### src/hdl/irpd_pkg.sv
// ----------------------------------------------------------------------------
// irpd_pkg: shared definitions of the IR pulse-distance command decoder
// Widths, limits, register indexes and reset values used by every file.
// ----------------------------------------------------------------------------
package irpd_pkg;

  localparam int TICK_WIDTH    = 24;
  localparam int MAX_EDGES     = 50;
  localparam int EDGE_W        = $clog2(MAX_EDGES + 1);
  localparam int FIRST_BIT_GAP = 17;
  localparam int CMD_BITS      = 8;
  localparam int POS_W         = $clog2(CMD_BITS);
  localparam int REG_W         = 24;
  localparam int CFG_IDX_W     = 3;

  localparam logic [REG_W-1:0] START_GAP_MIN_RST = REG_W'(10000);
  localparam logic [REG_W-1:0] START_GAP_MAX_RST = REG_W'(14000);
  localparam logic [REG_W-1:0] ONE_GAP_MIN_RST   = REG_W'(2000);
  localparam logic [REG_W-1:0] ONE_GAP_MAX_RST   = REG_W'(2300);
  localparam logic [REG_W-1:0] FRAME_TIMEOUT_RST = REG_W'(1000000);

  typedef enum logic [CFG_IDX_W-1:0] {
    REG_START_GAP_MIN = 3'd0,
    REG_START_GAP_MAX = 3'd1,
    REG_ONE_GAP_MIN   = 3'd2,
    REG_ONE_GAP_MAX   = 3'd3,
    REG_FRAME_TIMEOUT = 3'd4
  } reg_idx_t;

  typedef struct packed {
    logic [REG_W-1:0] start_gap_min;
    logic [REG_W-1:0] start_gap_max;
    logic [REG_W-1:0] one_gap_min;
    logic [REG_W-1:0] one_gap_max;
    logic [REG_W-1:0] frame_timeout;
  } cfg_t;

endpackage

### src/hdl/irpd_if.sv
// ----------------------------------------------------------------------------
// irpd_if: stream interfaces of the IR pulse-distance command decoder
// One interface for the tick channel and one for the command channel.
// ----------------------------------------------------------------------------
interface irpd_in_if;
  logic valid;
  logic ready;
  logic falling_edge;

  modport source (output valid, output falling_edge, input ready);
  modport sink   (input valid, input falling_edge, output ready);
endinterface

interface irpd_out_if;
  logic                         valid;
  logic                         ready;
  logic [irpd_pkg::CMD_BITS-1:0] command_byte;
  logic                         frame_ok;

  modport source (output valid, output command_byte, output frame_ok, input ready);
  modport sink   (input valid, input command_byte, input frame_ok, output ready);
endinterface

### src/hdl/irpd_cfg_regs.sv
// ----------------------------------------------------------------------------
// irpd_cfg_regs: configuration register file
// Holds the gap windows and the frame timeout, written through a plain port.
// ----------------------------------------------------------------------------
module irpd_cfg_regs (
  input  logic                           clk,
  input  logic                           rst_n,
  input  logic                           cfg_we,
  input  logic [irpd_pkg::CFG_IDX_W-1:0] cfg_idx,
  input  logic [irpd_pkg::REG_W-1:0]     cfg_data,
  output irpd_pkg::cfg_t                 cfg
);

  irpd_pkg::cfg_t cfg_r;
  irpd_pkg::cfg_t cfg_nxt;

  always_comb begin
    cfg_nxt = cfg_r;
    if (cfg_we) begin
      case (cfg_idx)
        irpd_pkg::REG_START_GAP_MIN: cfg_nxt.start_gap_min = cfg_data;
        irpd_pkg::REG_START_GAP_MAX: cfg_nxt.start_gap_max = cfg_data;
        irpd_pkg::REG_ONE_GAP_MIN:   cfg_nxt.one_gap_min   = cfg_data;
        irpd_pkg::REG_ONE_GAP_MAX:   cfg_nxt.one_gap_max   = cfg_data;
        irpd_pkg::REG_FRAME_TIMEOUT: cfg_nxt.frame_timeout = cfg_data;
        default: ;
      endcase
    end
  end

  always_ff @(posedge clk) begin
    if (!rst_n) begin
      cfg_r.start_gap_min <= irpd_pkg::START_GAP_MIN_RST;
      cfg_r.start_gap_max <= irpd_pkg::START_GAP_MAX_RST;
      cfg_r.one_gap_min   <= irpd_pkg::ONE_GAP_MIN_RST;
      cfg_r.one_gap_max   <= irpd_pkg::ONE_GAP_MAX_RST;
      cfg_r.frame_timeout <= irpd_pkg::FRAME_TIMEOUT_RST;
    end else begin
      cfg_r <= cfg_nxt;
    end
  end

  assign cfg = cfg_r;

endmodule

### src/hdl/ir_pulse_distance_command_decoder.sv
// ----------------------------------------------------------------------------
// ir_pulse_distance_command_decoder: NEC-style IR remote command decoder
// Measures the gaps between falling edges of the IR line and emits the
// command byte of each frame once the line has been quiet for a timeout.
// ----------------------------------------------------------------------------
//
//   Channel   Direction  Handshake    Payload
//   in_ch     sink       valid/ready  falling_edge (one transaction per tick)
//   out_ch    source     valid/ready  command_byte[7:0], frame_ok
//   cfg_*     sink       cfg_we       cfg_idx[2:0], cfg_data[23:0]
//
// Every tick transaction is taken into an input register and is evaluated
// from there by a single pass of compare and count logic, so one transaction
// is accepted in every cycle while the result register is free or being
// drained. A frame result appears in the result register in the cycle after
// its tick is evaluated. Reset is synchronous and clears the frame
// state and both valid flags; the configuration returns to its defaults.
// When out_ch is stalled with a result waiting, the input register still
// takes one further transaction and then holds it until the result leaves.
// ----------------------------------------------------------------------------
module ir_pulse_distance_command_decoder (
  input  logic                           clk,
  input  logic                           rst_n,
  irpd_in_if.sink                        in_ch,
  irpd_out_if.source                     out_ch,
  input  logic                           cfg_we,
  input  logic [irpd_pkg::CFG_IDX_W-1:0] cfg_idx,
  input  logic [irpd_pkg::REG_W-1:0]     cfg_data
);

  localparam logic [irpd_pkg::TICK_WIDTH-1:0] TICK_MAX = '1;
  localparam logic [irpd_pkg::EDGE_W-1:0] EDGE_LIMIT =
    irpd_pkg::EDGE_W'(irpd_pkg::MAX_EDGES);
  localparam logic [irpd_pkg::EDGE_W-1:0] BIT_FIRST =
    irpd_pkg::EDGE_W'(irpd_pkg::FIRST_BIT_GAP);
  localparam logic [irpd_pkg::EDGE_W-1:0] BIT_END =
    irpd_pkg::EDGE_W'(irpd_pkg::FIRST_BIT_GAP + irpd_pkg::CMD_BITS);

  irpd_pkg::cfg_t cfg;

  irpd_cfg_regs u_cfg (
    .clk      (clk),
    .rst_n    (rst_n),
    .cfg_we   (cfg_we),
    .cfg_idx  (cfg_idx),
    .cfg_data (cfg_data),
    .cfg      (cfg)
  );

  // Input register: one tick transaction waiting to be evaluated.
  logic in_vld_r;
  logic edge_r;
  logic advance;

  // Frame state.
  logic                                armed_r,     armed_nxt;
  logic [irpd_pkg::TICK_WIDTH-1:0]     ticks_r,     ticks_nxt;
  logic [irpd_pkg::EDGE_W-1:0]         edge_idx_r,  edge_idx_nxt;
  logic [irpd_pkg::TICK_WIDTH-1:0]     start_gap_r, start_gap_nxt;
  logic [irpd_pkg::CMD_BITS-1:0]       bits_r,      bits_nxt;

  // Result register.
  logic                                out_vld_r,   out_vld_nxt;
  logic [irpd_pkg::CMD_BITS-1:0]       cmd_r,       cmd_nxt;
  logic                                ok_r,        ok_nxt;

  logic [irpd_pkg::TICK_WIDTH-1:0]     tick_inc;
  logic [irpd_pkg::EDGE_W-1:0]         idx_off;
  logic [irpd_pkg::POS_W-1:0]          bit_pos;
  logic                                in_bit_range;
  logic                                one_gap;
  logic                                start_ok;
  logic                                frame_end;
  logic                                emit;

  // The tick in the input register is evaluated once the result register can
  // take whatever it produces.
  assign advance     = in_vld_r && (!out_vld_r || out_ch.ready);
  assign in_ch.ready = !in_vld_r || advance;

  always_ff @(posedge clk) begin
    if (!rst_n) begin
      in_vld_r <= 1'b0;
    end else if (in_ch.ready) begin
      in_vld_r <= in_ch.valid;
    end
  end

  always_ff @(posedge clk) begin
    if (in_ch.ready && in_ch.valid) begin
      edge_r <= in_ch.falling_edge;
    end
  end

  // The tick count of the current tick, saturating at the counter maximum.
  assign tick_inc = (ticks_r != TICK_MAX) ? ticks_r + 1'b1 : ticks_r;

  // Gaps 17 to 24 carry the command bits, least significant bit first.
  assign idx_off      = edge_idx_r - BIT_FIRST;
  assign bit_pos      = idx_off[irpd_pkg::POS_W-1:0];
  assign in_bit_range = (edge_idx_r >= BIT_FIRST) && (edge_idx_r < BIT_END);
  assign one_gap      = (tick_inc >= cfg.one_gap_min) && (tick_inc <= cfg.one_gap_max);
  assign start_ok     = (start_gap_r >= cfg.start_gap_min) &&
                        (start_gap_r <= cfg.start_gap_max);

  // A quiet line ends the frame; a saturated count ends it as well, and a
  // zero timeout behaves as a timeout of one tick.
  assign frame_end = (tick_inc >= cfg.frame_timeout) || (tick_inc == TICK_MAX);
  assign emit      = advance && armed_r && !edge_r && frame_end;

  always_comb begin
    armed_nxt     = armed_r;
    ticks_nxt     = ticks_r;
    edge_idx_nxt  = edge_idx_r;
    start_gap_nxt = start_gap_r;
    bits_nxt      = bits_r;
    if (advance) begin
      if (!armed_r) begin
        if (edge_r) begin
          armed_nxt = 1'b1;
          ticks_nxt = '0;
        end
      end else if (edge_r) begin
        // An edge takes priority over a timeout in the same tick.
        if (edge_idx_r < EDGE_LIMIT) begin
          if (edge_idx_r == '0) begin
            start_gap_nxt = tick_inc;
          end else if (in_bit_range) begin
            bits_nxt[bit_pos] = one_gap;
          end
          edge_idx_nxt = edge_idx_r + 1'b1;
        end
        ticks_nxt = '0;
      end else if (frame_end) begin
        // Command bits are kept, so a short repeat frame re-emits them.
        armed_nxt     = 1'b0;
        ticks_nxt     = '0;
        start_gap_nxt = '0;
        edge_idx_nxt  = '0;
      end else begin
        ticks_nxt = tick_inc;
      end
    end
  end

  always_comb begin
    out_vld_nxt = out_vld_r;
    cmd_nxt     = cmd_r;
    ok_nxt      = ok_r;
    if (out_ch.ready) begin
      out_vld_nxt = 1'b0;
    end
    if (emit) begin
      out_vld_nxt = 1'b1;
      cmd_nxt     = start_ok ? bits_r : '0;
      ok_nxt      = start_ok;
    end
  end

  always_ff @(posedge clk) begin
    if (!rst_n) begin
      armed_r     <= 1'b0;
      ticks_r     <= '0;
      edge_idx_r  <= '0;
      start_gap_r <= '0;
      bits_r      <= '0;
      out_vld_r   <= 1'b0;
    end else begin
      armed_r     <= armed_nxt;
      ticks_r     <= ticks_nxt;
      edge_idx_r  <= edge_idx_nxt;
      start_gap_r <= start_gap_nxt;
      bits_r      <= bits_nxt;
      out_vld_r   <= out_vld_nxt;
    end
  end

  always_ff @(posedge clk) begin
    cmd_r <= cmd_nxt;
    ok_r  <= ok_nxt;
  end

  assign out_ch.valid        = out_vld_r;
  assign out_ch.command_byte = cmd_r;
  assign out_ch.frame_ok     = ok_r;

  // The edge index never passes its saturation point.
  a_edge_idx_limit: assert property (@(posedge clk) disable iff (!rst_n)
    edge_idx_r <= EDGE_LIMIT)
    else $error("edge index beyond its limit");

  // A disarmed decoder holds no partial frame.
  a_idle_clean: assert property (@(posedge clk) disable iff (!rst_n)
    !armed_r |-> (ticks_r == '0) && (edge_idx_r == '0) && (start_gap_r == '0))
    else $error("frame state left over while disarmed");

  // Emitting a frame disarms the decoder and presents the result.
  a_emit_disarms: assert property (@(posedge clk) disable iff (!rst_n)
    emit |=> !armed_r && out_vld_r)
    else $error("frame end did not disarm or present a result");

  // A frame with a bad start gap carries an empty command.
  a_bad_frame_zero: assert property (@(posedge clk) disable iff (!rst_n)
    (out_vld_r && !ok_r) |-> (cmd_r == '0))
    else $error("rejected frame carries command bits");

endmodule

### src/flat_wrapper.sv
// flat-port wrapper written by rule: the top's interface ports become plain ports
module ir_pulse_distance_command_decoder_flat 
  (clk, rst_n, cfg_we, cfg_idx, cfg_data, in_ch_valid, in_ch_falling_edge, in_ch_ready, out_ch_valid, out_ch_command_byte, out_ch_frame_ok, out_ch_ready);
  irpd_in_if in_ch_i ();
  irpd_out_if out_ch_i ();
  input  logic clk;
  input  logic rst_n;
  input  logic cfg_we;
  input  logic [irpd_pkg::CFG_IDX_W-1:0] cfg_idx;
  input  logic [irpd_pkg::REG_W-1:0] cfg_data;
  input wire logic [$bits(in_ch_i.valid)-1:0] in_ch_valid;
  input wire logic [$bits(in_ch_i.falling_edge)-1:0] in_ch_falling_edge;
  output wire logic [$bits(in_ch_i.ready)-1:0] in_ch_ready;
  output wire logic [$bits(out_ch_i.valid)-1:0] out_ch_valid;
  output wire logic [$bits(out_ch_i.command_byte)-1:0] out_ch_command_byte;
  output wire logic [$bits(out_ch_i.frame_ok)-1:0] out_ch_frame_ok;
  input wire logic [$bits(out_ch_i.ready)-1:0] out_ch_ready;
  assign in_ch_i.valid = in_ch_valid;
  assign in_ch_i.falling_edge = in_ch_falling_edge;
  assign in_ch_ready = in_ch_i.ready;
  assign out_ch_valid = out_ch_i.valid;
  assign out_ch_command_byte = out_ch_i.command_byte;
  assign out_ch_frame_ok = out_ch_i.frame_ok;
  assign out_ch_i.ready = out_ch_ready;
  ir_pulse_distance_command_decoder u_core (.clk(clk), .rst_n(rst_n), .in_ch(in_ch_i), .out_ch(out_ch_i), .cfg_we(cfg_we), .cfg_idx(cfg_idx), .cfg_data(cfg_data));
endmodule
### config.mk
export PLATFORM = sky130hd
export DESIGN_NAME = ir_pulse_distance_command_decoder_flat
export DESIGN_NICKNAME = d
export VERILOG_FILES = /design/src/hdl/irpd_pkg.sv /design/src/hdl/irpd_if.sv /design/src/hdl/irpd_cfg_regs.sv /design/src/hdl/ir_pulse_distance_command_decoder.sv /design/src/flat_wrapper.sv
export SDC_FILE = /design/constraint.sdc
export NUM_CORES = 1
export LEC_CHECK = 0
export ABC_AREA = 1
export BUFFER_PORTS_ARGS = -buffer_cell sky130_fd_sc_hd__buf_2
export CELL_PAD_IN_SITES_DETAIL_PLACEMENT = 0
export CELL_PAD_IN_SITES_GLOBAL_PLACEMENT = 1
export CORE_MARGIN = 2
export CORE_UTILIZATION = 34
export DETAILED_ROUTE_END_ITERATION = 6
export PLACE_DENSITY_LB_ADDON = 0.05
export SYNTH_ARGS = -nofsm -noshare
export SYNTH_HDL_FRONTEND = slang
export SYNTH_SLANG_ARGS = --single-unit
### constraint.sdc
create_clock -name clk -period 8.45 [get_ports clk]
set_input_delay 1.69 -clock clk [delete_from_list [all_inputs] [get_ports clk]]
set_output_delay 1.69 -clock clk [all_outputs]
set_load 0.005 [all_outputs]
* Word level (Yosys, flattened, before mapping) *
Index checks and enable logic that the tools add are counted.

operators by class
  reductions and logical operators = 29
  multiplexer cells = 21
  bitwise logic cells = 1
  equal/unequal tests = 8
  order comparisons = 10
  add/subtract/negate cells = 3

operator list
  cell                     number
  $mux W24                 9
  $ge A24 B24 Y1           3
  $le A24 B24 Y1           2
  $add A24 B1 Y24 const B  1
  $eq A24 B24 Y1 const B   1
  $ne A24 B24 Y1 const B   1
  $mux W6                  3
  $reduce_and A2 Y1        6
  $logic_and A1 B1 Y1      9
  $bwmux W8                1
  $mux W1                  7
  $add A6 B1 Y6 const B    1
  $eq A3 B2 Y1 const B     2
  $ge A6 B5 Y1 const B     1
  $logic_not A6 Y1         1
  $lt A6 B5 Y1 const B     1
  $lt A6 B6 Y1 const B     1
  $reduce_and A6 Y1        1
  $reduce_bool A2 Y1       3
  $reduce_and A5 Y1        1
  $lt A3 B4 Y1 const B     1
  $ne A2 B2 Y1 const B     2
  $reduce_and A4 Y1        1
  $demux W1 S3             1
  other kinds (8)          12

word-level totals
  output and inout bits = 11
  register bits = 195
  word-level logic and storage cells = 87
  input port bits = 33

* Longest topological paths before layout *
  depth after elaboration = 7
  gate-level depth with buffers = 23
  depth with buffers taken out = 22

* Cells and area by module *
A second synthesis with hierarchy kept.

second synthesis, totals
  cells, all modules = 1,812
  area total of the unflattened synthesis = 12,085.3 sq um

modules (own cells, without submodules)
  module                             cells each  area an instance (sq um)  times used  sequential area each (sq um)
  ir_pulse_distance_command_decoder  1,156       7,394.6                   1           1,601.5
  irpd_cfg_regs                      656         4,690.7                   1           2,402.3

* Worst setup path before layout *
Ideal clock, no wire load.

  kind = input to output
  start point = input out_ch_ready
  end point = output in_ch_ready
  required time = 6.760 ns
  path buffers = 0
  stages on the path = 2
  arrival = 1.839 ns
  setup slack = 4.921 ns
  cells stage by stage = inv_1 > nand3_1

on the way
  word-level cells in the longest chain between the ends = 3

ends and longest elaborated chain
  item                 RTL line                                 RTL
  from (decl)          flat_wrapper.sv:17                       input wire logic [$bits(out_ch_i.ready)-1:0] out_ch_ready;
  $logic_or A1 B1 Y1   ir_pulse_distance_command_decoder.sv:78  assign advance = in_vld_r && (!out_vld_r || out_ch.ready);
  $logic_and A1 B1 Y1  ir_pulse_distance_command_decoder.sv:78
  $logic_or A1 B1 Y1   ir_pulse_distance_command_decoder.sv:79  assign in_ch.ready = !in_vld_r || advance;
  to (decl)            flat_wrapper.sv:13                       output wire logic [$bits(in_ch_i.ready)-1:0] in_ch_ready;

No other way between the ends.

* Worst setup path after layout *
  start point = register u_core.ticks_r[0] (netlist bit)
  end point = register u_core.start_gap_r[14] (netlist bit)

on the way
  word-level cells in the longest chain between the ends = 6
  elaborated cells on any way between the ends = 11
  those cells by class = add/sub: 1; order compare: 1; eq/ne: 2; mux: 4; reduce/logical: 3

ends and longest elaborated chain
  item                                                      RTL line                                  RTL
  from (decl)                                               ir_pulse_distance_command_decoder.sv:57   logic [irpd_pkg::TICK_WIDTH-1:0] ticks_r, ticks_nxt;
  from (signal assigned)                                    ir_pulse_distance_command_decoder.sv:170  ticks_r <= ticks_nxt;
  $add A24 B1 Y24 / $ne A24 B24 Y1 (equally long branches)  ir_pulse_distance_command_decoder.sv:96   assign tick_inc = (ticks_r != TICK_MAX) ? ticks_r + 1'b1 : ticks_r;
  $mux W24 *                                                ir_pulse_distance_command_decoder.sv:96
  $ge A24 B24 Y1 / $eq A24 B24 Y1 (equally long branches)   ir_pulse_distance_command_decoder.sv:108  assign frame_end = (tick_inc >= cfg.frame_timeout) || (tick_inc == TICK_MAX);
  $logic_or A1 B1 Y1                                        ir_pulse_distance_command_decoder.sv:108
  $reduce_bool A2 Y1 (no line)                              --
  $reduce_and A5 Y1 (no line)                               --
  to (signal assigned)                                      ir_pulse_distance_command_decoder.sv:172  start_gap_r <= start_gap_nxt;
  to (decl)                                                 ir_pulse_distance_command_decoder.sv:59   logic [irpd_pkg::TICK_WIDTH-1:0] start_gap_r, start_gap_nxt;

Every way passes the cells marked *; elsewhere a longest branch is shown, timed or not. The select of a mux whose other input is x is not followed.
A chain may end at the register's enable or synchronous reset.

==> out/qor.yml <==
status: "complete, no violations"
ir_drop_mv: 0.135
setup_viol: 0
max_freq_mhz: 215
ys_seq_area_frac: 0.359
cts_tree: "yes"
critPathLaunchType: "flop"
async_flop_share: 0
io_buffers: 43
cp.required_ns: 8.80
synthFlopType: "dfxtp_1"
core_sq_um: 32500
period_minus_slack_ns: 4.65
dr.pass1.iters: 7
rsz0062_at_grt: "no"
vias_per_cell: 4.83
cts.clk_slew.worst_paths_ns: 0.08
holdCritPathClass: "reg -> reg"
crit_type: "reg -> reg"
post_cts_resized: 0
initial_utilization: 0.344
crit_path_cell_trace: "ha_1 > inv_2 > nor2_2 > nand2_2 > nor2_2 > nand2_2 > nand2_1 > ha_1 > a21oi_1 > o21ai_0 > a21oi_1 > o211ai_1 > nor2_1 > nand3_2 > nand3_2 > nand2_1 > nand2_1 > nor2_1"
place_ws_ns: 3.73
hold_buffers: 0
yosysUniqueCellTypes: 37
cp.arrival_ns: 4.99
die_width_microns: 185
wire_per_inst_microns: 16.7
grt_pass1_wl_microns: 54400
slowest_delay_ns: 0.68
leakagePower_nw: 5.39
grt_pass1_vias: 9410
cp-end-kind: "flop"
clk_path_buf_depth: 2
syn_nets: 1722
yosysTopAreaCellShare: 0.332
wirelength_microns: 33900
yosys.area_share.adder: 0.140
synth_top_family_by_area: "simple AND/OR/NAND/NOR gates"
synth-seq-cells: 195
cp_max_fo: 30
vias: 9806
boundaryPins: 44
setup_ws_ns: 3.80
synthTopCellsByArea: "dfxtp_1, ha_1, nand2_1, a21oi_1, inv_1"
synthMuxAreaShare: 0
crit_buf_inv: 1
synth-compound-area-share: 0.176
syn_inst: 1564
gp_congestion: 0.832
syn_to_final_growth_pct: 10.8
die-area_sq_um: 34300
grt_use_total: 0.208
cts_made_buffers: 17
fin_skew_ns: 0.0114
crit_top_cell: "nand2_1"
drtIter0Drc: 548
die-height_microns: 185
postCtsSetupBuffers: 0
drive_above_1_share: 0.0704
crit_family: "simple AND/OR/NAND/NOR gates"
maxCapViolations: 0
power_density_nw_per_um2: 159
hold_viol: 0
fin_tns_setup_ns: 0
grt_max_degree: 83
yosys.area_share.simple: 0.214
ant_nets: 0
cts_max_level: 4
drc_errors: 0
clock_latency_ns: 0.45
synth_edf_count: 10
overflow: 0
antenna_found_initial: 0
min_period_over_period: 0.550
tightestPinTransition_ns: 1.08
yosys.area_share.xor_xnor: 0.00549
dp_hpwl_microns: 25300
slew-limit-headroom: 0.279
netlist_area_sq_um: 11200
rows: 66
crit_slowest_cell: "nand3_2"
layout.nets: 1735
diodes: 0
clock_sinks: 195
yosysTopAreaCell: "dfxtp_1"
slew_viol_final: 0
avgSynthCellArea_sq_um: 7.14
root_buffer: "clkbuf_16"
synth_warnings: 0
==> through the flow <==
stage                util  hold WS [ns]  cell area [sq um]  power (W)  instances
floorplan               -         0.433              11200    0.00108       1564
global placement    0.363         0.448              11800    0.00114       2000
detailed placement  0.363         0.454              11800    0.00114       2000
CTS                 0.381         0.465              12400    0.00200       2032
global route        0.381         0.488              12400    0.00205       2032
finish              0.381         0.460              12400    0.00196       2032
==> Yosys cell counts (3+ instances only) <==
master / n
inv_1: 244
a211oi_1: 3
clkbuf_1: 49
nor3_1: 12
o21ai_1: 3
buf_1: 3
nand3_1: 58
buf_2: 8
edfxtp_1: 10
o21ai_0: 125
o31ai_1: 3
o221ai_1: 4
nand2_1: 287
o211ai_1: 27
a21oi_1: 190
nand4_1: 44
xor2_1: 4
nand2_2: 14
nor2_1: 131
nor2_2: 5
inv_2: 3
nand3_2: 3
dfxtp_1: 185
xnor2_1: 3
ha_1: 125
o21bai_1: 4
==> power by group <==
group,switching [W],leakage (nW),internal [W],total (W)
clock network,0.000401,0.275,0.000440,0.000841
logic,0.000113,3.53,0.0000491,0.000162
registers,0.0000110,1.58,0.000948,0.000959
==> routing by layer <==
metal / wire, microns / up-vias / track usage
met5: 0 / - / 0
met4: 314 / 0 / 0.0448
met3: 876 / 21 / 0.0283
met2: 15000 / 112 / 0.327
met1: 17600 / 4494 / 0.303
li1: - / 5179 / -
==> sequential cells by signal, summed over array words and instances, names as in the netlist <==
signal	cells
u_core.armed_r	1
u_core.bits_r	8
u_core.edge_idx_r	6
u_core.edge_r	1
u_core.in_vld_r	1
u_core.out_ch.command_byte	8
u_core.out_ch.frame_ok	1
u_core.out_ch.valid	1
u_core.start_gap_r	24
u_core.ticks_r	24
u_core.u_cfg.cfg	120
==> kinds of logic (layout without fill, tap and decap cells) <==
logic type      Yosys count  count (layout)
simple gates            561             561
compound gates          366             366
buf+inv                 310             336
flops                   195             195
fa+ha+maj               125             125
xor+xnor                  7               7
==> cell type report <==
type | instances | area, sq um
fillers | 3490 | 20100
multi-input cells | 1059 | 5990
flip-flops and latches | 195 | 4000
inverters | 249 | 935
well taps | 442 | 553
clock buffers | 18 | 429
repair buffers | 55 | 308
clock inverters | 14 | 153
==> path summary, 6_finish.rpt <==
check / startpoint / endpoint / slack (ns) / cells after the start
max: u_core.ticks_r[0]$_SDFFE_PN0P_ / u_core.start_gap_r[14]$_SDFFE_PN0P_ / 3.80 / 18
min reg2reg: u_core.u_cfg.cfg[107]$_SDFFE_PN0P_ / u_core.u_cfg.cfg[107]$_SDFFE_PN0P_ / 0.46 / 2
max reg2reg: u_core.ticks_r[0]$_SDFFE_PN0P_ / u_core.start_gap_r[14]$_SDFFE_PN0P_ / 3.80 / 18
min: u_core.u_cfg.cfg[107]$_SDFFE_PN0P_ / u_core.u_cfg.cfg[107]$_SDFFE_PN0P_ / 0.46 / 2
==> worst min-delay path, delay by kind of cell (launching register included) <==
kind | cells | cell delay (ns)
flops | 1 | 0.30
compound gates | 1 | 0.05
buf+inv | 1 | 0.06
==> cells in the final DEF (no fill, tap or decap), types with 2 or more instances in the layout <==
cell type,Yosys,routed
clkinv_4,0,3
nor4b_1,2,2
nand4_1,44,44
inv_6,0,4
o211ai_1,27,27
nand3b_1,2,2
dfxtp_1,185,185
xor2_1,4,4
o21bai_1,4,4
buf_4,0,13
clkinv_1,2,3
nand3_1,58,58
clkbuf_16,0,17
inv_1,244,244
xnor2_1,3,3
buf_2,8,42
edfxtp_1,10,10
o21ai_1,3,2
nand2_2,14,14
o311ai_0,2,2
o221ai_1,4,4
o31ai_1,3,3
nor2_1,131,131
o21ai_0,125,125
a21oi_1,190,190
o21a_1,2,2
a211oi_1,3,3
clkinvlp_4,0,3
nor2_2,5,5
nand2_1,287,287
nor3_1,12,11
ha_1,125,125
inv_2,3,3
bufinv_16,0,2
and2_1,2,2
nand3_2,3,3
Note: power is estimated with default switching activity, not from simulation.
